### src/rtl/ifd_pkg.sv
// Shared types, constants and the byte-wide CRC-16/MODBUS update for the IMU frame deframer.
package ifd_pkg;

	localparam logic [7:0]  HDR0       = 8'hA5;
	localparam logic [7:0]  HDR1       = 8'h5A;
	localparam logic [15:0] CRC_INIT   = 16'hFFFF;
	localparam logic [15:0] CRC_POLY   = 16'hA001;
	localparam int          STORE_DEPTH = 32;
	localparam int          POS_W      = 6;
	localparam logic [POS_W-1:0] POS_HUNT  = 6'd0;
	localparam logic [POS_W-1:0] POS_HDR1  = 6'd1;
	localparam logic [POS_W-1:0] POS_DATA0 = 6'd2;
	localparam logic [POS_W-1:0] POS_CRCLO = 6'd34;
	localparam logic [POS_W-1:0] POS_CRCHI = 6'd35;
	localparam logic [POS_W-1:0] FRAME_LEN = 6'd36;

	typedef logic [7:0] byte_t;

	typedef struct packed {
		logic [31:0] quat_w0_bits;
		logic [31:0] quat_w1_bits;
		logic [31:0] quat_w2_bits;
		logic [31:0] quat_w3_bits;
		logic [15:0] accel_x;
		logic [15:0] accel_y;
		logic [15:0] accel_z;
		logic [15:0] gyro_x;
		logic [15:0] gyro_y;
		logic [15:0] gyro_z;
		logic [15:0] wheel_right_count;
		logic [15:0] wheel_left_count;
	} frame_t;

	// Status from the parser to the result register.
	typedef struct packed {
		logic emit;
		logic at_check;
	} parse_stat_t;

	// Reflected CRC-16 update over one byte, LSB first.
	function automatic logic [15:0] crc16_byte(input logic [15:0] c, input byte_t b);
		logic [15:0] r;
		r = c ^ {8'h00, b};
		for (int i = 0; i < 8; i++) begin
			if (r[0])
				r = (r >> 1) ^ CRC_POLY;
			else
				r = r >> 1;
		end
		return r;
	endfunction

endpackage

### src/rtl/ifd_parser.sv
// Header hunt, frame byte capture and running CRC check of the IMU frame deframer.
module ifd_parser (
	input  logic                clk,
	input  logic                arst_n,
	input  logic                take,
	input  ifd_pkg::byte_t      rx_byte,
	output ifd_pkg::parse_stat_t stat,
	output ifd_pkg::frame_t     frame
);
	import ifd_pkg::*;

	logic [POS_W-1:0] pos_q;
	logic [15:0]      crc_q;
	byte_t            crc_lo_q;
	byte_t            store_q [STORE_DEPTH];

	logic [POS_W-1:0] pos_d;
	logic [15:0]      crc_d;
	logic [15:0]      crc_upd;
	logic [15:0]      crc_from_init;
	logic             hunting;
	logic             crc_ok;

	assign crc_upd       = crc16_byte(crc_q, rx_byte);
	assign crc_from_init = crc16_byte(CRC_INIT, rx_byte);
	assign hunting       = (pos_q == POS_HUNT) || (pos_q >= FRAME_LEN);
	assign crc_ok        = (crc_lo_q == crc_q[7:0]) && (rx_byte == crc_q[15:8]);

	assign stat.at_check = (pos_q == POS_CRCHI);
	assign stat.emit     = take && stat.at_check && crc_ok;

	always_comb begin
		pos_d = POS_HUNT;
		crc_d = CRC_INIT;
		if (hunting) begin
			if (rx_byte == HDR0) begin
				pos_d = POS_HDR1;
				crc_d = crc_from_init;
			end
		end else if (pos_q == POS_HDR1) begin
			if (rx_byte == HDR1) begin
				pos_d = POS_DATA0;
				crc_d = crc_upd;
			end else if (rx_byte == HDR0) begin
				pos_d = POS_HDR1;
				crc_d = crc_from_init;
			end
		end else if (pos_q < POS_CRCLO) begin
			pos_d = pos_q + 1'b1;
			crc_d = crc_upd;
		end else if (pos_q == POS_CRCLO) begin
			pos_d = pos_q + 1'b1;
			crc_d = crc_q;
		end
	end

	always_ff @(posedge clk or negedge arst_n) begin
		if (!arst_n) begin
			pos_q    <= POS_HUNT;
			crc_q    <= CRC_INIT;
			crc_lo_q <= '0;
		end else if (take) begin
			pos_q <= pos_d;
			crc_q <= crc_d;
			if (pos_q == POS_CRCLO)
				crc_lo_q <= rx_byte;
		end
	end

	// Payload bytes 2 to 33 land at entry (position - 2).
	always_ff @(posedge clk) begin
		if (take && !hunting && pos_q >= POS_DATA0 && pos_q < POS_CRCLO)
			store_q[5'(pos_q - POS_DATA0)] <= rx_byte;
	end

	always_comb begin
		frame.quat_w0_bits      = {store_q[3],  store_q[2],  store_q[1],  store_q[0]};
		frame.quat_w1_bits      = {store_q[7],  store_q[6],  store_q[5],  store_q[4]};
		frame.quat_w2_bits      = {store_q[11], store_q[10], store_q[9],  store_q[8]};
		frame.quat_w3_bits      = {store_q[15], store_q[14], store_q[13], store_q[12]};
		frame.accel_x           = {store_q[17], store_q[16]};
		frame.accel_y           = {store_q[19], store_q[18]};
		frame.accel_z           = {store_q[21], store_q[20]};
		frame.gyro_x            = {store_q[23], store_q[22]};
		frame.gyro_y            = {store_q[25], store_q[24]};
		frame.gyro_z            = {store_q[27], store_q[26]};
		frame.wheel_right_count = {store_q[29], store_q[28]};
		frame.wheel_left_count  = {store_q[31], store_q[30]};
	end

endmodule

### src/rtl/ifd_out_reg.sv
// Result register of the IMU frame deframer and the input ready that guards it.
module ifd_out_reg (
	input  logic                 clk,
	input  logic                 arst_n,
	input  ifd_pkg::parse_stat_t stat,
	input  ifd_pkg::frame_t      frame,
	input  logic                 out_ready,
	output logic                 in_ready,
	output logic                 out_valid,
	output ifd_pkg::frame_t      res
);
	import ifd_pkg::*;

	logic    valid_q;
	frame_t  res_q;

	// Only the CRC high byte can produce a result, so only that byte waits for room.
	assign in_ready  = !valid_q || out_ready || !stat.at_check;
	assign out_valid = valid_q;
	assign res       = res_q;

	always_ff @(posedge clk or negedge arst_n) begin
		if (!arst_n) begin
			valid_q <= 1'b0;
		end else if (stat.emit) begin
			valid_q <= 1'b1;
		end else if (out_ready) begin
			valid_q <= 1'b0;
		end
	end

	always_ff @(posedge clk) begin
		if (stat.emit)
			res_q <= frame;
	end

endmodule

### src/rtl/imu_frame_deframer_crc16.sv
// Top level of the byte-serial IMU frame deframer with CRC-16/MODBUS check.
//
//  Channel | Handshake            | Payload
//  --------+----------------------+--------------------------------------------
//  in      | in_valid / in_ready  | rx_byte (8 bits)
//  out     | out_valid / out_ready| quat_w0..3_bits, accel, gyro, wheel counts
//
// One byte is taken per cycle while in_ready is high; the frame's result is
// registered and offered in the cycle after its CRC high byte is taken.
// Reset clears the hunt position, CRC and result valid; no clearing pass.
// While a result waits, bytes keep flowing except a next CRC high byte.
module imu_frame_deframer_crc16 (
	input  logic               clk,
	input  logic               arst_n,
	input  logic               in_valid,
	output logic               in_ready,
	input  logic [7:0]         rx_byte,
	output logic               out_valid,
	input  logic               out_ready,
	output logic [31:0]        quat_w0_bits,
	output logic [31:0]        quat_w1_bits,
	output logic [31:0]        quat_w2_bits,
	output logic [31:0]        quat_w3_bits,
	output logic signed [15:0] accel_x,
	output logic signed [15:0] accel_y,
	output logic signed [15:0] accel_z,
	output logic signed [15:0] gyro_x,
	output logic signed [15:0] gyro_y,
	output logic signed [15:0] gyro_z,
	output logic signed [15:0] wheel_right_count,
	output logic signed [15:0] wheel_left_count
);
	import ifd_pkg::*;

	parse_stat_t stat;
	frame_t      frame;
	frame_t      res;
	logic        take;

	assign take = in_valid && in_ready;

	ifd_parser u_parser (
		.clk     (clk),
		.arst_n  (arst_n),
		.take    (take),
		.rx_byte (rx_byte),
		.stat    (stat),
		.frame   (frame)
	);

	ifd_out_reg u_out (
		.clk       (clk),
		.arst_n    (arst_n),
		.stat      (stat),
		.frame     (frame),
		.out_ready (out_ready),
		.in_ready  (in_ready),
		.out_valid (out_valid),
		.res       (res)
	);

	assign quat_w0_bits      = res.quat_w0_bits;
	assign quat_w1_bits      = res.quat_w1_bits;
	assign quat_w2_bits      = res.quat_w2_bits;
	assign quat_w3_bits      = res.quat_w3_bits;
	assign accel_x           = $signed(res.accel_x);
	assign accel_y           = $signed(res.accel_y);
	assign accel_z           = $signed(res.accel_z);
	assign gyro_x            = $signed(res.gyro_x);
	assign gyro_y            = $signed(res.gyro_y);
	assign gyro_z            = $signed(res.gyro_z);
	assign wheel_right_count = $signed(res.wheel_right_count);
	assign wheel_left_count  = $signed(res.wheel_left_count);

endmodule

### config.mk
export PLATFORM = sky130hd
export DESIGN_NAME = imu_frame_deframer_crc16
export DESIGN_NICKNAME = d
export VERILOG_FILES = /design/src/rtl/ifd_pkg.sv /design/src/rtl/ifd_parser.sv /design/src/rtl/ifd_out_reg.sv /design/src/rtl/imu_frame_deframer_crc16.sv
export SDC_FILE = /design/constraint.sdc
export NUM_CORES = 1
export LEC_CHECK = 0
export ABC_AREA = 0
export ABC_CLOCK_PERIOD_IN_PS = 30000
export BUFFER_PORTS_ARGS = -buffer_cell sky130_fd_sc_hd__buf_2
export CAP_MARGIN = 0
export CORE_AREA = 2 2 271 273
export CTS_CLUSTER_SIZE = 12
export DETAILED_ROUTE_END_ITERATION = 10
export DIE_AREA = 0 0 273 275
export GPL_TIMING_DRIVEN = 0
export RECOVER_POWER = 50
export SYNTH_ARGS = -nofsm -noshare
export SYNTH_HDL_FRONTEND = slang
export SYNTH_HIERARCHICAL = 1
export SYNTH_SLANG_ARGS = --single-unit
### constraint.sdc
create_clock -name clk -period 30 [get_ports clk]
set_clock_uncertainty 0.15 [all_clocks]
set_input_delay 6 -clock clk [delete_from_list [all_inputs] [get_ports clk]]
set_output_delay 6 -clock clk [all_outputs]
set_load 0.005 [all_outputs]
==> results.yml, run 1 <==
worst_setup_path:
  critPathLaunchType: "input pin"
  worstSetupPathType: "in -> out"
  worstPathArrival_ps: 6370
  critPathMaxFanout: 2
  worst-endpoint-required_ps: 23850
  end_kind: "output pin"
placed_design:
  gp_congestion: 0.817
  dp_hpwl_um: 24900
  placed_cell_area_mm2: 0.0208
  dp_slack_ps: 17490
  port_buffers: 269
pwr:
  seqPwrFrac_pct: 51.6
  power.internal_uw: 1290
  powerDensity_mw_per_mm2: 74.2
  switching_power_uw: 370
  clockPowerShare_pct: 39.8
  swShare_pct: 22.3
  ir_drop_mv: 0.0375
  power_frac_comb_pct: 8.6
  p_leak_uw: 0.00751
synth:
  synth.distinct_cells: 53
  yosys_warnings: 6
  synth_commonest_cells: "edfxtp_1 (512), nor2_1 (49), nand2_1 (32), xnor2_1 (29)"
  ys_seq_elements: 543
  synthCells: 815
  avgSynthCellArea_um2: 22.0
  syn_area_mm2: 0.0179
  seq_area_frac_synth_pct: 90.1
  yosysMostFrequentCell: "edfxtp_1"
  synth_edf_count: 512
  syn-num-nets: 842
  synth_top_area_share_pct: 85.7
  synth_area_leaders: "edfxtp_1 (86%), dfstp_2 (2.3%), dfrtp_1 (2.1%), xnor2_1 (1.4%), ha_1 (1.0%)"
  ys.flop_type: "edfxtp_1"
  async_flop_share_pct: 5.71
  yosys.area.top_type: "edfxtp_1"
cells_and_area:
  fill_cells: 7027
  nets: 1190
  multi_input_area_mm2: 0.00166
  antenna_cells: 0
  area_growth_pct: 24.9
  final_area_mm2: 0.0224
  seqCellArea_mm2: 0.0162
  final_util_pct: 31.0
  drive_gt1_share_pct: 26.0
timing:
  min_period_over_period_pct: 41.7
  grt_setup_unrepaired: "no"
  tns_ps: 0
  max_freq_mhz: 79.9
  tightestPinTransition_ps: 2950
  fin_crit_ps: 12520
  postLayoutSetupSlackWorst_ps: 17480
  final-max-slew-violation-count: 332
  setup_viol: 0
  slew_headroom_pct: -96.6
  hold_violations: 0
detailed_routing:
  drt_drc_violations_left: 0
  post_drt_wl_per_cell_um: 18.4
  dr.pass1.iters: 5
  drt_iter0_drc: 560
  vias_per_cell: 3.92
  wl_um: 39800
  num_vias: 8463
  final_antenna_net_count: 0
grt:
  grt.overflow.total: 0
  use_met3_pct: 2.28
  grt.busiest_layer: "met2"
  antenna_found_initial: 0
  grt_pass1_vias: 8420
  grt_max_degree: 38
  track_usage_pct: 10.2
  met1_usage_pct: 12.7
  use_met2_pct: 17.8
  grt_pass1_wl_um: 55800
cts:
  cts_root_buffer: "clkbuf_16"
  clkLatencyLatePin_ps: 580
  ctsLongestPathBuffers: 3
  post-cts-setup-buffer-count: 0
  numCtsBuffers: 58
  path_clk_slew_ps: 60
  htree_levels: 2
  cts.sinks: 543
  cts_resized: 0
  cts_hold_buf: 0
  cts_tree: "built"
floorplanning:
  initial_core_util_pct: 24.8
  die_x_um: 273
  num_rows: 99
  ios: 270
  die_area_mm2: 0.0751
  die_h_um: 275
  core_area_mm2: 0.0723
run:
  drv_cap: 9
hold_path:
  hold_class: "reg -> reg"
outcome:
  failed_checks: "capacitance limit, slew limit"
  status: "complete, but fails checks"
-- flip-flops by register name, summed over array words and instances, names as in the netlist --
name,count
u_parser/pos_q,6
u_parser/crc_q,16
u_out/out_valid,1
u_out/res,256
u_parser/store_q,256
u_parser/crc_lo_q,8
-- cells by family (layout without fill, tap and decap cells) --
family / count (synthesis) / count (layout) / synth area share [%]
multiplexers: 4 / 4 / 0.230
adder cells (fa/ha/maj): 15 / 15 / 1.05
XOR/XNOR: 46 / 46 / 2.63
AND/OR/NAND/NOR: 115 / 115 / 2.93
buffers and inverters: 30 / 417 / 0.718
AO/OA/AOI/OAI: 62 / 62 / 2.36
flip-flops: 543 / 543 / 90.1
-- per-layer routing --
| metal | wire (µm) | up-vias |
|---|---|---|
| met5 | 0 | - |
| met4 | 914 | 0 |
| met3 | 2270 | 60 |
| met2 | 19900 | 298 |
| met1 | 16700 | 4254 |
| li1 | - | 3851 |
-- layout make-up --
| cell class | count | area share (%) |
|---|---|---|
| buffer | 12 | 0.268 |
| clock buffer | 76 | 6.87 |
| clock inverter | 23 | 1.02 |
| inverter | 18 | 0.301 |
| multi-input combinational | 242 | 7.42 |
| sequential | 543 | 72.1 |
| tap | 959 | 5.35 |
| timing repair buffer | 288 | 6.65 |
-- critical path: stages --
cell	delay [ps]
buf_2	90
inv_1	60
nand3_1	80
buf_2	140
-- power groups by stage --
stage	logic [µW]	registers [µW]	clock network [µW]
CTS	147	858	685
finish	142	859	663
floorplan	99.6	869	0
global placement	144	873	0
global route	160	860	714
detailed placement	146	874	0
-- per-stage QoR --
stage	power [µW]	instances	hold WS, ps
after floorplan	969	815	250
after global routing	1730	2161	261
after CTS	1690	2161	263
final	1660	2161	261
after detailed placement	1020	2062	255
after global placement	1020	2043	251
-- placed cells by master, fill, tap and decap left out, drive strengths merged, types with 3 or more instances in the layout --
cell / synthesis / final
nand4: 6 / 6
a21oi: 8 / 8
nand3: 12 / 12
xnor2: 29 / 29
clkbuf: 5 / 160
mux2i: 3 / 3
xnor3: 5 / 5
o21ai: 18 / 18
nand2: 33 / 33
o22a: 5 / 5
bufinv: 0 / 4
nor2: 49 / 49
buf: 7 / 216
inv: 17 / 20
ha: 15 / 15
dfstp: 16 / 16
o31ai: 3 / 3
and2: 3 / 3
edfxtp: 512 / 512
xor2: 12 / 12
clkinv: 1 / 15
a31oi: 5 / 5
o311ai: 3 / 3
dfrtp: 15 / 15
-- worst paths after layout --
path	to	cells past startpoint	startpoint	slack [ps]
hold / removal	u_out/res[179]$_DFFE_PP_	0	u_parser/store_q[10][3]$_DFFE_PP_	260
setup / recovery	in_ready	4	out_ready	17480
setup reg to reg	u_out/res[117]$_DFFE_PP_	13	u_parser/pos_q[0]$_DFFE_PN0P_	25620
hold reg to reg	u_out/res[179]$_DFFE_PP_	0	u_parser/store_q[10][3]$_DFFE_PP_	260
min in group asynchronous	u_out/out_valid$_DFFE_PN0P_	1	arst_n	5750
max in group asynchronous	u_parser/pos_q[2]$_DFFE_PN0P_	1	arst_n	22910
No activity file was read; power rests on OpenSTA's default activity.
==> run 2, diff against run 1 <==
ABC_AREA = 1   (was 0)
ABC_CLOCK_PERIOD_IN_PS = 10400   (was 30000)
CORE_AREA = 2 2 272 274   (was 2 2 271 273)
DIE_AREA = 0 0 274 276   (was 0 0 273 275)
clock period = 10.4 ns   (was 30 ns; I/O delays follow)
==> run 2 against run 1 <==
The flow still finishes with violations (capacitance limit, slew limit). Clock power grew to 2.9 times the previous value. Critical path depth is 6 higher. Non-clock buffer count is 15 lower. Synthesized cell count is 6.9% higher. Synthesized area is 0.63% higher. Sequential power grew to 2.9 times the previous value. Cell count is 1.6% higher. Worst setup slack worse by 14000 ps. Cell area is 0.12% lower. Flip-flop and latch count stayed put. Sequential share of layout area is 0.085 points higher.
==> results.yml, run 2 <==
floorplanning:
  initial_core_util_pct: 24.9
  num_rows: 99
  die_area_mm2: 0.0756
  ios: 270
  die_x_um: 274
  core_area_mm2: 0.0726
  die_h_um: 276
pwr:
  clockPowerShare_pct: 38.6
  p_leak_uw: 0.00764
  ir_drop_mv: 0.126
  power_frac_comb_pct: 10.7
  power.internal_uw: 3780
  switching_power_uw: 1210
  swShare_pct: 24.3
  seqPwrFrac_pct: 50.7
  powerDensity_mw_per_mm2: 223
grt:
  grt.overflow.total: 0
  track_usage_pct: 10.4
  grt_max_degree: 42
  grt_pass1_vias: 8712
  grt_pass1_wl_um: 58100
  antenna_found_initial: 0
synth:
  synthCells: 871
  synth.distinct_cells: 42
  yosys.area.top_type: "edfxtp_1"
  ys.flop_type: "edfxtp_1"
  yosys_warnings: 6
  synth_commonest_cells: "edfxtp_1 (512), nand2_1 (60), nor2_1 (46), inv_1 (44), nand3_1 (25)"
  seq_area_frac_synth_pct: 89.5
  syn_area_mm2: 0.0181
  syn-num-nets: 898
  ys_seq_elements: 543
  synth_area_leaders: "edfxtp_1 (85%), dfstp_2 (2.3%), dfrtp_1 (2.1%), nand2_1 (1.2%), ha_1 (1.0%)"
  synth_top_area_share_pct: 85.1
  async_flop_share_pct: 5.71
  yosysMostFrequentCell: "edfxtp_1"
  avgSynthCellArea_um2: 20.7
  synth_edf_count: 512
timing:
  min_period_over_period_pct: 67.5
  grt_setup_unrepaired: "no"
  final-max-slew-violation-count: 331
  fin_crit_ps: 7020
  slew_headroom_pct: -108
  tightestPinTransition_ps: 3120
  setup_viol: 0
  max_freq_mhz: 142
  tns_ps: 0
  hold_violations: 0
  holdWs_ps: 258
worst_setup_path:
  reg2reg_from: "u_parser/pos_q[1]$_DFFE_PN0P_"
  reg2reg_depth: 16
  critPathMaxFanout: 41
  reg2reg_to: "u_out/res[31]$_DFFE_PP_"
  worstPathArrival_ps: 7140
  worst-endpoint-required_ps: 10520
  rrSetupSlack_ps: 5490
  critPathLaunchType: "input pin"
  end_kind: "register"
  worstSetupPathType: "in -> reg"
placed_design:
  port_buffers: 269
  dp_hpwl_um: 25000
  dpl.cell_count: 2106
  placed_cell_area_mm2: 0.0208
  gp_congestion: 0.806
hold_path:
  min_path_cells: 0
  holdPathEnd: "u_out/res[149]$_DFFE_PP_"
  worstHoldStart: "u_parser/store_q[14][5]$_DFFE_PP_"
  hold_class: "reg -> reg"
detailed_routing:
  final_antenna_net_count: 0
  wl_um: 40300
  post_drt_wl_per_cell_um: 18.3
  drt_drc_violations_left: 0
  drt_iter0_drc: 689
  dr.pass1.iters: 5
  num_vias: 8630
  vias_per_cell: 3.93
cts:
  numCtsBuffers: 56
  clkLatencyLatePin_ps: 600
  cts_root_buffer: "clkbuf_16"
  cts_tree: "built"
  path_clk_slew_ps: 60
  cts_resized: 0
  cts_hold_buf: 0
  ctsLongestPathBuffers: 3
  cts.sinks: 543
  post-cts-setup-buffer-count: 0
  htree_levels: 2
outcome:
  status: "complete, but fails checks"
  failed_checks: "capacitance limit, slew limit"
run:
  drv_cap: 9
cells_and_area:
  final_cell_mix: "edfxtp_1 (512), buf_2 (186), clkbuf_1 (105)"
  final_area_mm2: 0.0224
  final_common_cell: "edfxtp_1"
  area_growth_pct: 24.0
  nets: 1232
  drive_gt1_share_pct: 25.9
  final_cells: 2196
  antenna_cells: 0
[run 2: final cells by class]
type,count,area [µm²]
fillers,7124,50200
flip-flops and latches,543,16200
multi-input cells,266,1620
clock buffers,75,1480
repair buffers,276,1380
well taps,959,1200
clock inverters,15,267
inverters,53,208
plain buffers,9,67.6
[run 2: per-layer routing]
layer	up-vias	track usage, %	part of all wire (%)
li1	3944	-	-
met1	4307	13.1	42
met2	301	18.0	50
met3	78	2.06	5.6
met4	0	3.39	2.7
met5	-	0	0
[run 2: how the worst max path moves through the flow]
stage | from | to | slack [ps] | depth (start not counted)
final | rx_byte[0] | u_out/res[31]$_DFFE_PP_ | 3380 | 10
after global routing | rx_byte[5] | u_out/res[14]$_DFFE_PP_ | 2870 | 10
after floorplan | out_ready | u_out/res[0]$_DFFE_PP_ | 40 | 9
after global placement | rx_byte[0] | u_out/res[30]$_DFFE_PP_ | -3380 | 5
after CTS | rx_byte[0] | u_out/res[31]$_DFFE_PP_ | 4630 | 10
after detailed placement | rx_byte[0] | u_out/res[31]$_DFFE_PP_ | 4010 | 10
[run 2: kinds of logic after synthesis]
logic type      after synthesis  share of synthesized area (%)
flops                       543                           89.5
simple gates                163                           4.32
compound gates               62                           2.21
buf+inv                      62                           1.52
xor+xnor                     26                           1.39
fa+ha+maj                    15                           1.04
[run 2: power by group through the flow]
| stage | clock network, µW | logic [µW] | registers [µW] |
|---|---|---|---|
| finish | 1930 | 532 | 2530 |
| global route | 2070 | 592 | 2540 |
| CTS | 1990 | 542 | 2530 |
| detailed placement | 0 | 539 | 2570 |
| global placement | 0 | 532 | 2570 |
| floorplan | 0 | 365 | 2560 |
[run 2: worst max-delay path, stage by stage]
cell and delay [ps]:
clkbuf_1 2030, o22ai_1 290, nor4_1 490, nand3_1 200, nor2_4 690, buf_12 290, buf_12 240, buf_12 240
buf_12 220, buf_12 230
[run 2: through the flow]
stage | power, µW | worst slack [ps] | utilization (%)
global route | 5200 | 2870 | 30.9
global placement | 3100 | -3380 | 28.4
floorplan | 2920 | 36.0 | -
finish | 4990 | 3380 | 30.9
detailed placement | 3110 | 4010 | 28.6
CTS | 5060 | 4630 | 31.0
==> run 3, diff against run 2 <==
ABC_CLOCK_PERIOD_IN_PS = 6800   (was 10400)
clock period = 6.8 ns   (was 10.4 ns; I/O delays follow)
==> run 3 against run 2 <==
The run still ends with capacitance limit, slew limit left. Via count fell by 0.23%. Register-to-register slack got worse by 3200 ps. Die area did not move. Critical path type unchanged. Critical path depth rose by 1.
==> results.yml, run 3 (synthesis gave the netlist of run 2 again) <==
grt:
  grt_pass1_wl_um: 57500
  grt_pass1_vias: 8668
  grt.overflow.total: 0
  track_usage_pct: 10.3
  antenna_found_initial: 0
  grt_max_degree: 41
cts:
  cts.sinks: 543
  numCtsBuffers: 54
  cts_hold_buf: 0
  post-cts-setup-buffer-count: 0
  path_clk_slew_ps: 60
  clkLatencyLatePin_ps: 580
  cts_tree: "built"
  ctsLongestPathBuffers: 3
  htree_levels: 2
  cts_resized: 0
  cts_root_buffer: "clkbuf_16"
worst_setup_path:
  cp_num_buf_inv: 7
  worst-endpoint-required_ps: 6910
  reg2reg_depth: 16
  cp_cell_sequence: "clkbuf_1 -> buf_6 -> xor2_1 -> nor4_1 -> nand3_1 -> nor2_4 -> buf_12 -> buf_12 -> buf_12 -> buf_12 -> buf_12"
  worstSetupPathType: "in -> reg"
  slowest_delay_ps: 1540
  slowest_stage: "clkbuf_1"
  crit_family: "buffers and inverters"
  cp_common_cell: "buf_12"
  cp.depth: 11
  worstPathArrival_ps: 5470
  critPathMaxFanout: 40
  critPathLaunchType: "input pin"
  reg2reg_from: "u_parser/pos_q[1]$_DFFE_PN0P_"
  reg2reg_to: "u_out/res[91]$_DFFE_PP_"
  rrSetupSlack_ps: 2330
  end_kind: "register"
cells_and_area:
  area_growth_pct: 23.4
  final_cell_mix: "edfxtp_1 (512), buf_2 (204), clkbuf_1 (77)"
  final_common_cell: "edfxtp_1"
  nets: 1231
  final_cells: 2185
  drive_gt1_share_pct: 27.3
  final_util_pct: 30.7
  final_area_mm2: 0.0223
timing:
  setup_viol: 0
  holdWs_ps: 261
  min_period_over_period_pct: 78.9
  tightestPinTransition_ps: 2470
  grt_setup_unrepaired: "no"
  hold_violations: 0
  max_freq_mhz: 186
  fin_crit_ps: 5370
  slew_headroom_pct: -64.5
  final-max-slew-violation-count: 102
detailed_routing:
  final_antenna_net_count: 0
  drt_drc_violations_left: 0
  drt_iter0_drc: 739
  dr.pass1.iters: 5
  wl_um: 39400
  post_drt_wl_per_cell_um: 18.1
  num_vias: 8610
  vias_per_cell: 3.94
hold_path:
  hold_class: "reg -> reg"
  worstHoldStart: "u_parser/store_q[2][7]$_DFFE_PP_"
  min_path_cells: 0
  holdPathEnd: "u_out/res[247]$_DFFE_PP_"
floorplanning:
  initial_core_util_pct: 24.9
  ios: 270
  die_area_mm2: 0.0756
  core_area_mm2: 0.0726
  num_rows: 99
  die_h_um: 276
  die_x_um: 274
pwr:
  p_leak_uw: 0.00763
  powerDensity_mw_per_mm2: 333
  ir_drop_mv: 0.209
placed_design:
  dpl.cell_count: 2107
  port_buffers: 269
  dp_hpwl_um: 24300
  gp_congestion: 0.789
  placed_cell_area_mm2: 0.0208
outcome:
  status: "complete, but fails checks"
  failed_checks: "capacitance limit, slew limit"
run:
  drv_cap: 3
## run 3: per-stage QoR
step / TNS, ps / setup slack [ps] / power [µW]
after floorplan: 0 / 40.1 / 4470
after global placement: -602440 / -2410 / 4760
after detailed placement: 0 / 1500 / 4770
after CTS: 0 / 2100 / 7540
after global routing: 0 / 998 / 7760
final: 0 / 1430 / 7420
## run 3: power breakdown
group / internal, µW / switching [µW] / total (µW)
Combinational: 234 / 591 / 825
Sequential: 3790 / 74.3 / 3870
Clock: 1600 / 1120 / 2730
Total: 5630 / 1790 / 7420
## run 3: cell type report
cell class | instances | area, µm²
Clock buffer | 65 | 1460
Multi-Input combinational cell | 266 | 1620
Sequential cell | 543 | 16200
Buffer | 9 | 67.6
Timing Repair Buffer | 277 | 1420
Tap cell | 959 | 1200
Clock inverter | 12 | 133
Antenna cell | 1 | 2.50
Fill cell | 7132 | 50300
Inverter | 53 | 208
## run 3: per-layer routing
layer  vias up  global-route usage (%)  part of all wire, %
met5         -                       0                    0
met4         0                    3.26                  2.3
met3        58                    2.25                  5.9
met2       298                    17.4                   49
met1      4313                    13.0                   42
li1       3941                       -                    -
## run 3: worst max path at each step
stage	end	slack [ps]	from
2_1_floorplan	u_out/res[0]$_DFFE_PP_	40	out_ready
3_3_place_gp	u_out/res[95]$_DFFE_PP_	-2410	rx_byte[3]
3_5_place_dp	u_out/res[91]$_DFFE_PP_	1500	rx_byte[3]
4_1_cts	u_out/res[91]$_DFFE_PP_	2100	rx_byte[3]
5_1_grt	u_out/res[11]$_DFFE_PP_	1000	rx_byte[6]
6_report	u_out/res[91]$_DFFE_PP_	1430	rx_byte[6]
